==> src/rtl/rdg_pkg.sv <==
// Package for the Rasch difficulty gradient unit: widths, queue entry type,
// configuration register indexes and constant tables for the exp series.
// No dependencies.
package rdg_pkg;

  // Configuration port
  localparam int unsigned CfgIdxW  = 1;
  localparam int unsigned CfgDataW = 16;

  typedef enum logic [CfgIdxW-1:0] {
    CFG_SCALE = 1'b0,
    CFG_CLAMP = 1'b1
  } cfg_idx_e;

  localparam logic [15:0] ScaleRst = 16'd4096;
  localparam logic [14:0] ClampRst = 15'd32767;

  // Stream payload widths
  localparam int unsigned InDataW  = 96;
  localparam int unsigned OutDataW = 48;
  localparam int unsigned SumW     = 48;

  // One classified term on its way from the front to the back
  typedef struct packed {
    logic [14:0] m;        // clamped exponent magnitude, Q3.12
    logic        neg;      // exponent is negative (and nonzero)
    logic [31:0] count;    // Q16.16
    logic [31:0] correct;  // Q16.16
    logic        last;
  } entry_t;

  // Term queue
  localparam int unsigned QDepth = 4;
  localparam int unsigned QPtrW  = 2;
  localparam int unsigned QCntW  = 3;

  // exp(-x) series, all values Q1.30
  localparam int unsigned Q30W     = 31;
  localparam logic [30:0] Q30One   = 31'h4000_0000;
  localparam logic [30:0] Q30Half  = 31'h2000_0000;
  localparam logic [30:0] E1Q30    = 31'd395007543;  // truncated series at f = 1.0
  localparam logic [3:0]  LastKIdx = 4'd13;          // fourteen series terms

  // floor((2^32-1)/k) for k = kidx+1; one correction step restores exact floor
  function automatic logic [31:0] recip_f(input logic [3:0] kidx);
    logic [31:0] r;
    case (kidx)
      4'd0:    r = 32'd4294967295;
      4'd1:    r = 32'd2147483647;
      4'd2:    r = 32'd1431655765;
      4'd3:    r = 32'd1073741823;
      4'd4:    r = 32'd858993459;
      4'd5:    r = 32'd715827882;
      4'd6:    r = 32'd613566756;
      4'd7:    r = 32'd536870911;
      4'd8:    r = 32'd477218588;
      4'd9:    r = 32'd429496729;
      4'd10:   r = 32'd390451572;
      4'd11:   r = 32'd357913941;
      4'd12:   r = 32'd330382099;
      4'd13:   r = 32'd306783378;
      default: r = 32'd0;
    endcase
    return r;
  endfunction

  // Probability divider
  localparam int unsigned DivNumW = 48;
  localparam int unsigned DivDenW = 32;
  localparam int unsigned QuoW    = 17;
  localparam logic [47:0] Q46One  = 48'h4000_0000_0000;

  // Running sum limits
  localparam logic signed [47:0] SumMax = 48'sh7FFF_FFFF_FFFF;
  localparam logic signed [47:0] SumMin = 48'sh8000_0000_0000;

endpackage

==> src/rtl/rdg_front.sv <==
// Front stage: takes one term per transfer, forms the clamped exponent
// magnitude and its sign, and holds the classified entry for the queue. Uses rdg_pkg.
module rdg_front import rdg_pkg::*; (
  input  logic        clk_i,
  input  logic        rst_ni,
  input  logic        in_valid_i,
  output logic        in_ready_o,
  input  logic [15:0] ability_i,
  input  logic [15:0] difficulty_i,
  input  logic [31:0] count_i,
  input  logic [31:0] correct_i,
  input  logic        last_i,
  input  logic [15:0] scale_i,
  input  logic [14:0] clamp_i,
  output logic        push_valid_o,
  input  logic        push_ready_i,
  output entry_t      push_entry_o
);

  logic [16:0] diff;
  logic [16:0] abs_diff;
  logic [32:0] mag;
  logic [33:0] mag_rnd;
  logic [21:0] m_raw;
  logic [14:0] m_clamp;
  logic        accept;
  logic        valid_d, valid_q;
  entry_t      entry_d, entry_q;

  // Scaled difference, magnitude rounded half away from zero, then clamped
  assign diff     = {ability_i[15], ability_i} - {difficulty_i[15], difficulty_i};
  assign abs_diff = diff[16] ? (17'd0 - diff) : diff;
  assign mag      = 33'(abs_diff) * 33'(scale_i);
  assign mag_rnd  = {1'b0, mag} + 34'd2048;
  assign m_raw    = mag_rnd[33:12];
  assign m_clamp  = (m_raw > {7'd0, clamp_i}) ? clamp_i : m_raw[14:0];

  assign in_ready_o = !valid_q || push_ready_i;
  assign accept     = in_valid_i && in_ready_o;

  always_comb begin
    entry_d.m       = m_clamp;
    entry_d.neg     = diff[16] && (m_clamp != 15'd0);
    entry_d.count   = count_i;
    entry_d.correct = correct_i;
    entry_d.last    = last_i;
  end

  // Hold the entry until the queue takes it
  always_comb begin
    valid_d = valid_q;
    if (accept) begin
      valid_d = 1'b1;
    end else if (push_ready_i) begin
      valid_d = 1'b0;
    end
  end

  always_ff @(posedge clk_i or negedge rst_ni) begin
    if (!rst_ni) begin
      valid_q <= 1'b0;
    end else begin
      valid_q <= valid_d;
    end
  end

  always_ff @(posedge clk_i) begin
    if (accept) begin
      entry_q <= entry_d;
    end
  end

  assign push_valid_o = valid_q;
  assign push_entry_o = entry_q;

endmodule

==> config.mk <==
export PLATFORM = sky130hd
export DESIGN_NAME = rdg_front
export DESIGN_NICKNAME = d
export VERILOG_FILES = /design/src/rtl/rdg_pkg.sv /design/src/rtl/rdg_front.sv
export SDC_FILE = /design/constraint.sdc
export NUM_CORES = 1
export LEC_CHECK = 0
export BUFFER_PORTS_ARGS = -buffer_cell sky130_fd_sc_hd__buf_2
export CAP_MARGIN = 20
export CELL_PAD_IN_SITES_DETAIL_PLACEMENT = 0
export CELL_PAD_IN_SITES_GLOBAL_PLACEMENT = 1
export CORE_ASPECT_RATIO = 0.5
export CORE_MARGIN = 5
export CORE_UTILIZATION = 49
export DETAILED_ROUTE_END_ITERATION = 12
export PLACE_DENSITY_LB_ADDON = 0.1
export SLEW_MARGIN = 5
export SYNTH_ARGS = -nofsm -noshare
export SYNTH_HDL_FRONTEND = slang
export SYNTH_SLANG_ARGS = --single-unit
==> constraint.sdc <==
create_clock -name clk_i -period 6.6 [get_ports clk_i]
set_input_delay 0.33 -clock clk_i [delete_from_list [all_inputs] [get_ports clk_i]]
set_output_delay 0.33 -clock clk_i [all_outputs]
set_load 0.05 [all_outputs]
==> flow_summary.toml <==
[run_status]
status = "finished with violations"
violations = "setup timing"

[synth]
synthDistinctLibCells = 69
yosys_register_bits = 82
ys.warnings.count = 0
yosysTopAreaCell = "fa_1"
synth_most_common_cell = "inv_1"
ys_async_sr_fraction_pct = 1.22
synth_area_sq_um = 13800
syn_nets = 1939
synth_commonest_cells = "312 x inv_1, 210 x fa_1, 160 x nand2_1"
synthCells = 1448
netlist_top_cells_area = "fa_1 31%, edfxtp_1 18%, ha_1 14%"
ys.flop_type = "edfxtp_1"
avgSynthCellArea_sq_um = 9.51
synth-edff-count = 81
yosysTopAreaCellShare_pct = 30.5
seq_area_frac_synth_pct = 17.8

[place]
place_congestion = 0.952
dpl.hpwl_mm = 34.8
place.port_buffers = 214

[die]
rows = 43
start_util_pct = 49.7
fp.dieArea_sq_um = 31800
core-area_sq_um = 27700
die_w_microns = 247
io_pins = 215
die-height_microns = 129

[hold_path]
hold_end = "push_entry_o[54]"
hold_start = "count_i[21]"
hold_depth = 1
hp-class = "input port to flip-flop"

[global_routing]
grt_pass1_vias = 12400
grt_pass1_wl_mm = 65.0
grt_overflow_total = 0
antenna_found_initial = 2
grt_max_degree = 82
grt_util_all_layers_pct = 25.5

[timing]
skew_ps = 3.78
rsz0062_at_grt = "true"
max_slew.worst_pin.slew_ps = 1020
slew_headroom_pct = 32.0
setup_violations = 16
fmax_mhz = 99.3
finalSetupTns_ps = -55150
min_period_over_period_pct = 153
min_period_ps = 10070
finalMaxSlewViolations = 0
hold_viol = 0
final.setup.worst_slack_ps = -3470
hold_slack_ps = 175

[worst_setup_path]
critPathKind = "input port to flip-flop"
cp_num_buf_inv = 10
rr_startpoint = "push_valid_o"
crit_fanout = 8
crit_arrival_ps = 10150
critPathSlowestCell = "fa_1"
r2r.worst_path.cells = 2
path_depth = 44
crit_path_end_kind = "flip-flop"
cp_common_cell = "fa_1"
required_ps = 6680
max_stage_delay_ps = 570
r2r-end = "push_entry_o[37]"
path_delay_family = "adder cells"
worstSetupStartpointType = "input port"
rrSetupSlack_ps = 4850

[drt]
vias = 11600
vias_per_cell = 5.06
wire_per_inst_microns = 17.4
dr.pass1.iters = 5
drc = 0
first_iter_violations = 657
postRouteAntennaNets = 0
routed_wl_mm = 39.9

[final_layout]
fin_nets = 2403
syn_to_final_growth_pct = 32.0
drive_gt1_share_pct = 32.3

[clock_network]
cts_buffer_depth = 2
clkTransAtPathRegs_ps = 60
clock_latency_ps = 330
tritoncts = "done"
clock_sinks = 82
cts_buffers = 9
htreeDepth = 3
cts_root_buf = "clkbuf_16"

[run]
maxCapViolCount = 0
## worst max-delay path by stage
stage / start / endpoint / slack (ps)
after floorplan: difficulty_i[1] / push_entry_o[72] / -3590
after global placement: difficulty_i[1] / push_entry_o[67] / -3800
after detailed placement: difficulty_i[1] / push_entry_o[68] / -4000
after CTS: difficulty_i[1] / push_entry_o[77] / -3520
after global routing: difficulty_i[1] / push_entry_o[76] / -3840
final: difficulty_i[1] / push_entry_o[77] / -3470
## through the flow
| step | setup WS (ps) | cells | cell area (sq um) | util [%] |
|---|---|---|---|---|
| 3_3_place_gp | -3800 | 2259 | 17300 | 62.4 |
| 4_1_cts | -3520 | 2288 | 17900 | 64.6 |
| 6_report | -3470 | 2299 | 18200 | 65.6 |
| 3_5_place_dp | -4000 | 2259 | 17300 | 62.4 |
| 5_1_grt | -3840 | 2299 | 18200 | 65.6 |
| 2_1_floorplan | -3590 | 1448 | 14000 | - |
## state kept, by name, indices dropped and copies added (netlist names)
| signal | flops |
|---|---|
| push_entry_o | 81 |
| push_valid_o | 1 |
## cells in the final DEF, fill, tap and decap left out, drive strengths merged, types with 3 or more instances in the layout
cell	instances
buf	496
inv	313
fa	210
nand2	160
ha	149
and2	127
edfxtp	81
a21oi	47
nor2	33
xnor2	22
o21ai	20
a21o	18
xor2	18
nand2b	17
nand3	17
mux2	16
nor2b	15
nor3	14
a211oi	12
a31oi	11
clkbuf	10
nand4	8
o21a	8
o21bai	8
and3	8
or2	7
nor4	7
o211ai	6
or3	5
o22ai	4
nor3b	3
or4	3
## per-layer routing
layer | wire length [microns] | track usage (%) | vias to the layer above
met2 | 17900 | 41.9 | 433
met3 | 3770 | 6.23 | 31
li1 | - | - | 5521
met5 | 0 | 0 | -
met1 | 17900 | 35.5 | 5644
met4 | 405 | 3.90 | 0
## cells by family (layout without fill, tap and decap cells)
group,count (synthesis),count (layout),share of synthesized area [%]
DFF,82,82,17.8
buffers and inverters,357,824,9.84
xor gates and xnor gates,41,41,2.71
adders and majority gates,359,359,44.1
and+or+nand+nor,429,429,16.1
other,0,2,0
muxes,17,17,1.38
AOI/OAI and AO/OA,163,163,8.10
## area by class of cell
type | count | area [sq um]
antenna | 2 | 5.00
sequential | 82 | 2460
tap | 382 | 478
clock inverter | 5 | 80.1
inverter | 312 | 1180
clock buffer | 9 | 225
timing repair buffer | 498 | 3280
multi-input combinational | 1009 | 10500
fill | 2316 | 9530
## timing repair
action / 4_1_cts / 5_1_grt
endpoints found under the setup margin: 16 / 16
hold endpoints to repair: 1 / 0
pin swaps: 34 / 38
setup buffers: 13 / 12
hold buffers: 1 / 0
resized for setup: 35 / 48
cloned: 1 / 0
Power is not shown: default switching activity piles up to over one toggle a cycle in this logic, so the estimate is an artifact.
