`src/rtl/rdg_pkg.sv`:
```
// Package for the Rasch difficulty gradient unit: widths, queue entry type,
// configuration register indexes and constant tables for the exp series.
// No dependencies.
package rdg_pkg;

  // Configuration port
  localparam int unsigned CfgIdxW  = 1;
  localparam int unsigned CfgDataW = 16;

  typedef enum logic [CfgIdxW-1:0] {
    CFG_SCALE = 1'b0,
    CFG_CLAMP = 1'b1
  } cfg_idx_e;

  localparam logic [15:0] ScaleRst = 16'd4096;
  localparam logic [14:0] ClampRst = 15'd32767;

  // Stream payload widths
  localparam int unsigned InDataW  = 96;
  localparam int unsigned OutDataW = 48;
  localparam int unsigned SumW     = 48;

  // One classified term on its way from the front to the back
  typedef struct packed {
    logic [14:0] m;        // clamped exponent magnitude, Q3.12
    logic        neg;      // exponent is negative (and nonzero)
    logic [31:0] count;    // Q16.16
    logic [31:0] correct;  // Q16.16
    logic        last;
  } entry_t;

  // Term queue
  localparam int unsigned QDepth = 4;
  localparam int unsigned QPtrW  = 2;
  localparam int unsigned QCntW  = 3;

  // exp(-x) series, all values Q1.30
  localparam int unsigned Q30W     = 31;
  localparam logic [30:0] Q30One   = 31'h4000_0000;
  localparam logic [30:0] Q30Half  = 31'h2000_0000;
  localparam logic [30:0] E1Q30    = 31'd395007543;  // truncated series at f = 1.0
  localparam logic [3:0]  LastKIdx = 4'd13;          // fourteen series terms

  // floor((2^32-1)/k) for k = kidx+1; one correction step restores exact floor
  function automatic logic [31:0] recip_f(input logic [3:0] kidx);
    logic [31:0] r;
    case (kidx)
      4'd0:    r = 32'd4294967295;
      4'd1:    r = 32'd2147483647;
      4'd2:    r = 32'd1431655765;
      4'd3:    r = 32'd1073741823;
      4'd4:    r = 32'd858993459;
      4'd5:    r = 32'd715827882;
      4'd6:    r = 32'd613566756;
      4'd7:    r = 32'd536870911;
      4'd8:    r = 32'd477218588;
      4'd9:    r = 32'd429496729;
      4'd10:   r = 32'd390451572;
      4'd11:   r = 32'd357913941;
      4'd12:   r = 32'd330382099;
      4'd13:   r = 32'd306783378;
      default: r = 32'd0;
    endcase
    return r;
  endfunction

  // Probability divider
  localparam int unsigned DivNumW = 48;
  localparam int unsigned DivDenW = 32;
  localparam int unsigned QuoW    = 17;
  localparam logic [47:0] Q46One  = 48'h4000_0000_0000;

  // Running sum limits
  localparam logic signed [47:0] SumMax = 48'sh7FFF_FFFF_FFFF;
  localparam logic signed [47:0] SumMin = 48'sh8000_0000_0000;

endpackage

```
`src/rtl/rdg_fifo.sv`:
```
// Short term queue between the front stage and the back engine.
// Uses rdg_pkg for the entry type and depth.
module rdg_fifo import rdg_pkg::*; (
  input  logic             clk_i,
  input  logic             rst_ni,
  input  logic             push_valid_i,
  output logic             push_ready_o,
  input  entry_t           push_entry_i,
  output logic             pop_valid_o,
  input  logic             pop_ready_i,
  output entry_t           pop_entry_o,
  output logic [QCntW-1:0] fill_o
);

  entry_t           mem_q [QDepth];
  logic [QPtrW-1:0] wr_ptr_q, rd_ptr_q;
  logic [QCntW-1:0] cnt_d, cnt_q;
  logic             push, pop;

  assign push_ready_o = (cnt_q != QCntW'(QDepth));
  assign pop_valid_o  = (cnt_q != '0);
  assign push         = push_valid_i && push_ready_o;
  assign pop          = pop_valid_o && pop_ready_i;
  assign pop_entry_o  = mem_q[rd_ptr_q];
  assign fill_o       = cnt_q;

  always_comb begin
    cnt_d = cnt_q;
    if (push && !pop) begin
      cnt_d = cnt_q + 1'b1;
    end else if (pop && !push) begin
      cnt_d = cnt_q - 1'b1;
    end
  end

  // Advance pointers and fill count
  always_ff @(posedge clk_i or negedge rst_ni) begin
    if (!rst_ni) begin
      wr_ptr_q <= '0;
      rd_ptr_q <= '0;
      cnt_q    <= '0;
    end else begin
      if (push) begin
        wr_ptr_q <= wr_ptr_q + 1'b1;
      end
      if (pop) begin
        rd_ptr_q <= rd_ptr_q + 1'b1;
      end
      cnt_q <= cnt_d;
    end
  end

  always_ff @(posedge clk_i) begin
    if (push) begin
      mem_q[wr_ptr_q] <= push_entry_i;
    end
  end

endmodule

```
`config.mk`:
```
export PLATFORM = sky130hd
export DESIGN_NAME = rdg_fifo
export DESIGN_NICKNAME = d
export VERILOG_FILES = /design/src/rtl/rdg_pkg.sv /design/src/rtl/rdg_fifo.sv
export SDC_FILE = /design/constraint.sdc
export NUM_CORES = 1
export LEC_CHECK = 0
export BUFFER_PORTS_ARGS = -buffer_cell sky130_fd_sc_hd__clkbuf_2
export CORE_MARGIN = 1
export CORE_UTILIZATION = 30
export CTS_BUF_LIST = sky130_fd_sc_hd__clkbuf_16
export CTS_CLUSTER_DIAMETER = 40
export DETAILED_ROUTE_END_ITERATION = 10
export GPL_TIMING_DRIVEN = 0
export SETUP_SLACK_MARGIN = 0.3
export SKIP_CTS_REPAIR_TIMING = 1
export SLEW_MARGIN = 40
export SYNTH_ARGS = -nofsm -noshare
export SYNTH_HDL_FRONTEND = slang
export SYNTH_SLANG_ARGS = --single-unit
```
`constraint.sdc`:
```
create_clock -name clk_i -period 3.9 [get_ports clk_i]
set_input_delay 0.78 -clock clk_i [delete_from_list [all_inputs] [get_ports clk_i]]
set_output_delay 0.78 -clock clk_i [all_outputs]
set_load 0.01 [all_outputs]
```
==> results.py <==
metrics = {
    "outcome": {
        "status": "finished clean",
    },
    "power_and_ir_drop": {
        "p_leak_nw": 5.28,
        "switching_power_w": 0.00356,
        "p_clk_frac": 0.327,
        "netSwitchingFraction": 0.289,
        "register_share_of_total_power": 0.394,
        "share_comb_of_total_power": 0.280,
        "p_int_w": 0.00876,
        "power_w": 0.0123,
        "pwr_density_cell_nw_per_um2": 804,
        "irDropWorstVdd_uv": 520,
    },
    "synthesis": {
        "synth_fp_nets": 549,
        "post_synth_instance_area_sq_um": 12100,
        "synthMuxAreaShare": 0.153,
        "synth_area_in_xor_xnor": 0.00434,
        "ys.warnings.count": 0,
        "synth_simple_gate_area_share": 0.00424,
        "synth-seq-cells": 331,
        "post_synth_fa_ha_maj_area_fraction": 0.00682,
        "synth_cell_type_count": 18,
        "syn_area_per_cell_sq_um": 26.4,
        "synthesis.instances": 458,
        "dominant_combinational_cell_family_by_area_after_synthesis": "multiplexers",
        "synth_compound_area_frac": 0.000930,
        "sequential_area_share_after_synthesis": 0.818,
    },
    "final_layout": {
        "multi_input_area_sq_um": 2050,
        "flip_flop_and_latch_area_sq_um": 9900,
        "area.growth.synth_to_final_pct": 26.6,
        "layout.core_utilization": 0.386,
        "final_net_count": 775,
        "insertedDiodeCount": 0,
        "layout-drive-gt1-share": 0.500,
        "filler_instances": 3596,
    },
    "route": {
        "vias_per_instance": 4.40,
        "detail_route.wirelength_microns": 23500,
        "drc": 0,
        "detail-route-antenna-nets": 0,
        "drt_pre_antenna_iters": 4,
        "route.detailed.wl_per_inst_microns": 18.9,
        "detail_route.iter0.violations": 200,
        "dr_total_vias": 5462,
    },
    "floorplanning": {
        "initial_core_util": 0.305,
        "placement_rows": 73,
        "die_height_microns": 203,
        "die_x_extent_microns": 203,
        "die-area_sq_um": 41200,
        "placeableCoreArea_sq_um": 39700,
        "pin_count": 171,
    },
    "critical_path": {
        "r2r-end": "fill_o[2]",
        "crit-reg2reg-launch": "fill_o[1]",
        "reg2reg_slack_ns": 1.80,
        "worst-endpoint-required_ns": 3.12,
        "crit_path_end_kind": "output port",
        "worst_setup_path_startpoint": "rd_ptr_q[1]",
        "largest_fanout_of_any_net_on_the_critical_path": 10,
        "timing.setup.critical_path_class": "flop to output port",
        "worst_r2r_path_cells": 8,
        "worst-endpoint-arrival_ns": 2.08,
        "setup.worst_path.start_class": "flop",
    },
    "global_route": {
        "first_global_vias": 6027,
        "grt_max_degree": 34,
        "grt-ovfl-total": 0,
        "grt_first_pass_wirelength_microns": 35700,
        "antenna_found_initial": 2,
        "gr-usage-all-layers": 0.117,
    },
    "timing": {
        "worst_clock_skew_ns": 0.0119,
        "setup_repair_after_global_routing_missed_its_margin": "no",
        "min_period_ns": 2.86,
        "slew_headroom": 0.659,
        "worst_margin_pin_slew_ns": 0.512,
        "final.setup.worst_slack_ns": 1.04,
        "finalMaxSlewViolations": 0,
        "fin_crit_sh": 0.733,
        "timing_hold_violations_final": 0,
        "fmaxAchievable_ghz": 0.350,
        "timing.setup.tns_ns": 0,
        "setup_viol": 0,
    },
    "cts": {
        "worst_skew_pair.late_latency_ns": 0.54,
        "clk_root_buffer_cell": "clkbuf_16",
        "cts.reportedPaths.clkPinSlew_ns": 0.06,
        "cts_inserted_buffers": 45,
        "cts-root-to-sink-buffers": 3,
        "ctsHtreeMaxLevel": 2,
        "tritoncts": "yes",
        "clkSinkCount": 331,
    },
    "job": {
        "cap_violations": 0,
    },
    "hold_path": {
        "min-delay-path-class": "primary input to async pin",
    },
    "place": {
        "placement.io_buffers": 170,
        "gp_routability_congestion": 0.642,
        "final_hpwl_dp_microns": 14900,
        "dpl_worst_slack_ns": 1.47,
    },
}
==> worst max path at each step <==
stage | endpoint | slack (ns) | depth (start not counted)
after CTS | pop_entry_o[19] | 0.91 | 4
after floorplan | mem_q[0][0] | 0.48 | 2
final | pop_entry_o[41] | 1.04 | 4
after detailed placement | mem_q[2][22] | 1.47 | 5
after global placement | mem_q[1][22] | -1.47 | 3
after global routing | pop_entry_o[37] | 0.87 | 4
==> final cells by class <==
cell class | instances | share of cell area
Clock inverter | 34 | 0.0252
Multi-Input combinational cell | 106 | 0.134
Timing Repair Buffer | 179 | 0.0678
Clock buffer | 45 | 0.0735
Buffer | 18 | 0.00931
Tap cell | 525 | 0.0429
Inverter | 3 | 0.000735
Sequential cell | 331 | 0.647
==> cell usage in the layout, fill, tap and decap left out, types with 3 or more instances in the layout <==
master      count
inv_1           6
clkinv_8        4
buf_12          8
clkinv_1        3
edfxtp_1      324
and2_4          4
dfrtp_1         7
bufinv_16       5
inv_6           4
clkbuf_16      45
ha_1            5
mux4_2         81
xnor2_1         4
buf_6           8
clkinv_2        4
clkinvlp_4      7
clkbuf_2      170
buf_2           9
==> synthesized netlist by cell type <==
| cell type | n | area [sq um] |
|---|---|---|
| a21boi_2 | 1 | 11.3 |
| and2_1 | 4 | 25.0 |
| buf_2 | 9 | 45.0 |
| buf_4 | 1 | 7.51 |
| buf_6 | 8 | 90.1 |
| dfrtp_1 | 7 | 175 |
| edfxtp_1 | 324 | 9730 |
| fa_1 | 1 | 20.0 |
| ha_1 | 5 | 62.6 |
| inv_1 | 3 | 11.3 |
| mux2_2 | 2 | 22.5 |
| mux4_2 | 81 | 1820 |
| nand2_1 | 2 | 7.51 |
| nand3_1 | 1 | 5.00 |
| nor2_1 | 2 | 7.51 |
| or3_1 | 1 | 6.26 |
| xnor2_1 | 4 | 35.0 |
| xor2_1 | 2 | 17.5 |
==> flip-flops by register name, summed over array words and instances, names as in the netlist <==
name	count
mem_q	324
wr_ptr_q	2
fill_o	3
rd_ptr_q	2
==> critical path: stages, from the launching register on <==
cell      delay, ns
dfrtp_1        0.31
buf_2          0.32
buf_2          0.38
mux4_2         0.37
clkbuf_2       0.15
==> stage by stage <==
step	hold slack, ns	instances	instance area [sq um]
after floorplan	0.484	458	12100
after global placement	0.542	1153	13600
after detailed placement	0.547	1162	13800
after CTS	0.0229	1241	15300
after global routing	0.0397	1241	15300
final	0.0634	1241	15300
==> power groups by stage <==
stage               combinational, W  clock, W  sequential [W]
finish                       0.00345   0.00403         0.00485
global route                 0.00377   0.00428         0.00491
CTS                          0.00360   0.00415         0.00486
detailed placement           0.00359         0         0.00493
global placement             0.00343         0         0.00503
floorplan                    0.00215         0         0.00494
==> layer usage <==
layer | GRT usage | part of all wire | wire, microns
met2 | 0.191 | 0.49 | 11400
met5 | 0 | 0.0012 | 29
met1 | 0.145 | 0.43 | 10000
met4 | 0.0497 | 0.027 | 640
met3 | 0.0368 | 0.058 | 1370
==> logic make-up after synthesis <==
family,Yosys count
compound gates,1
mux,83
simple gates,10
xor+xnor,6
fa+ha+maj,6
flops,331
buf+inv,21
Power figures use the tool's default switching activity.
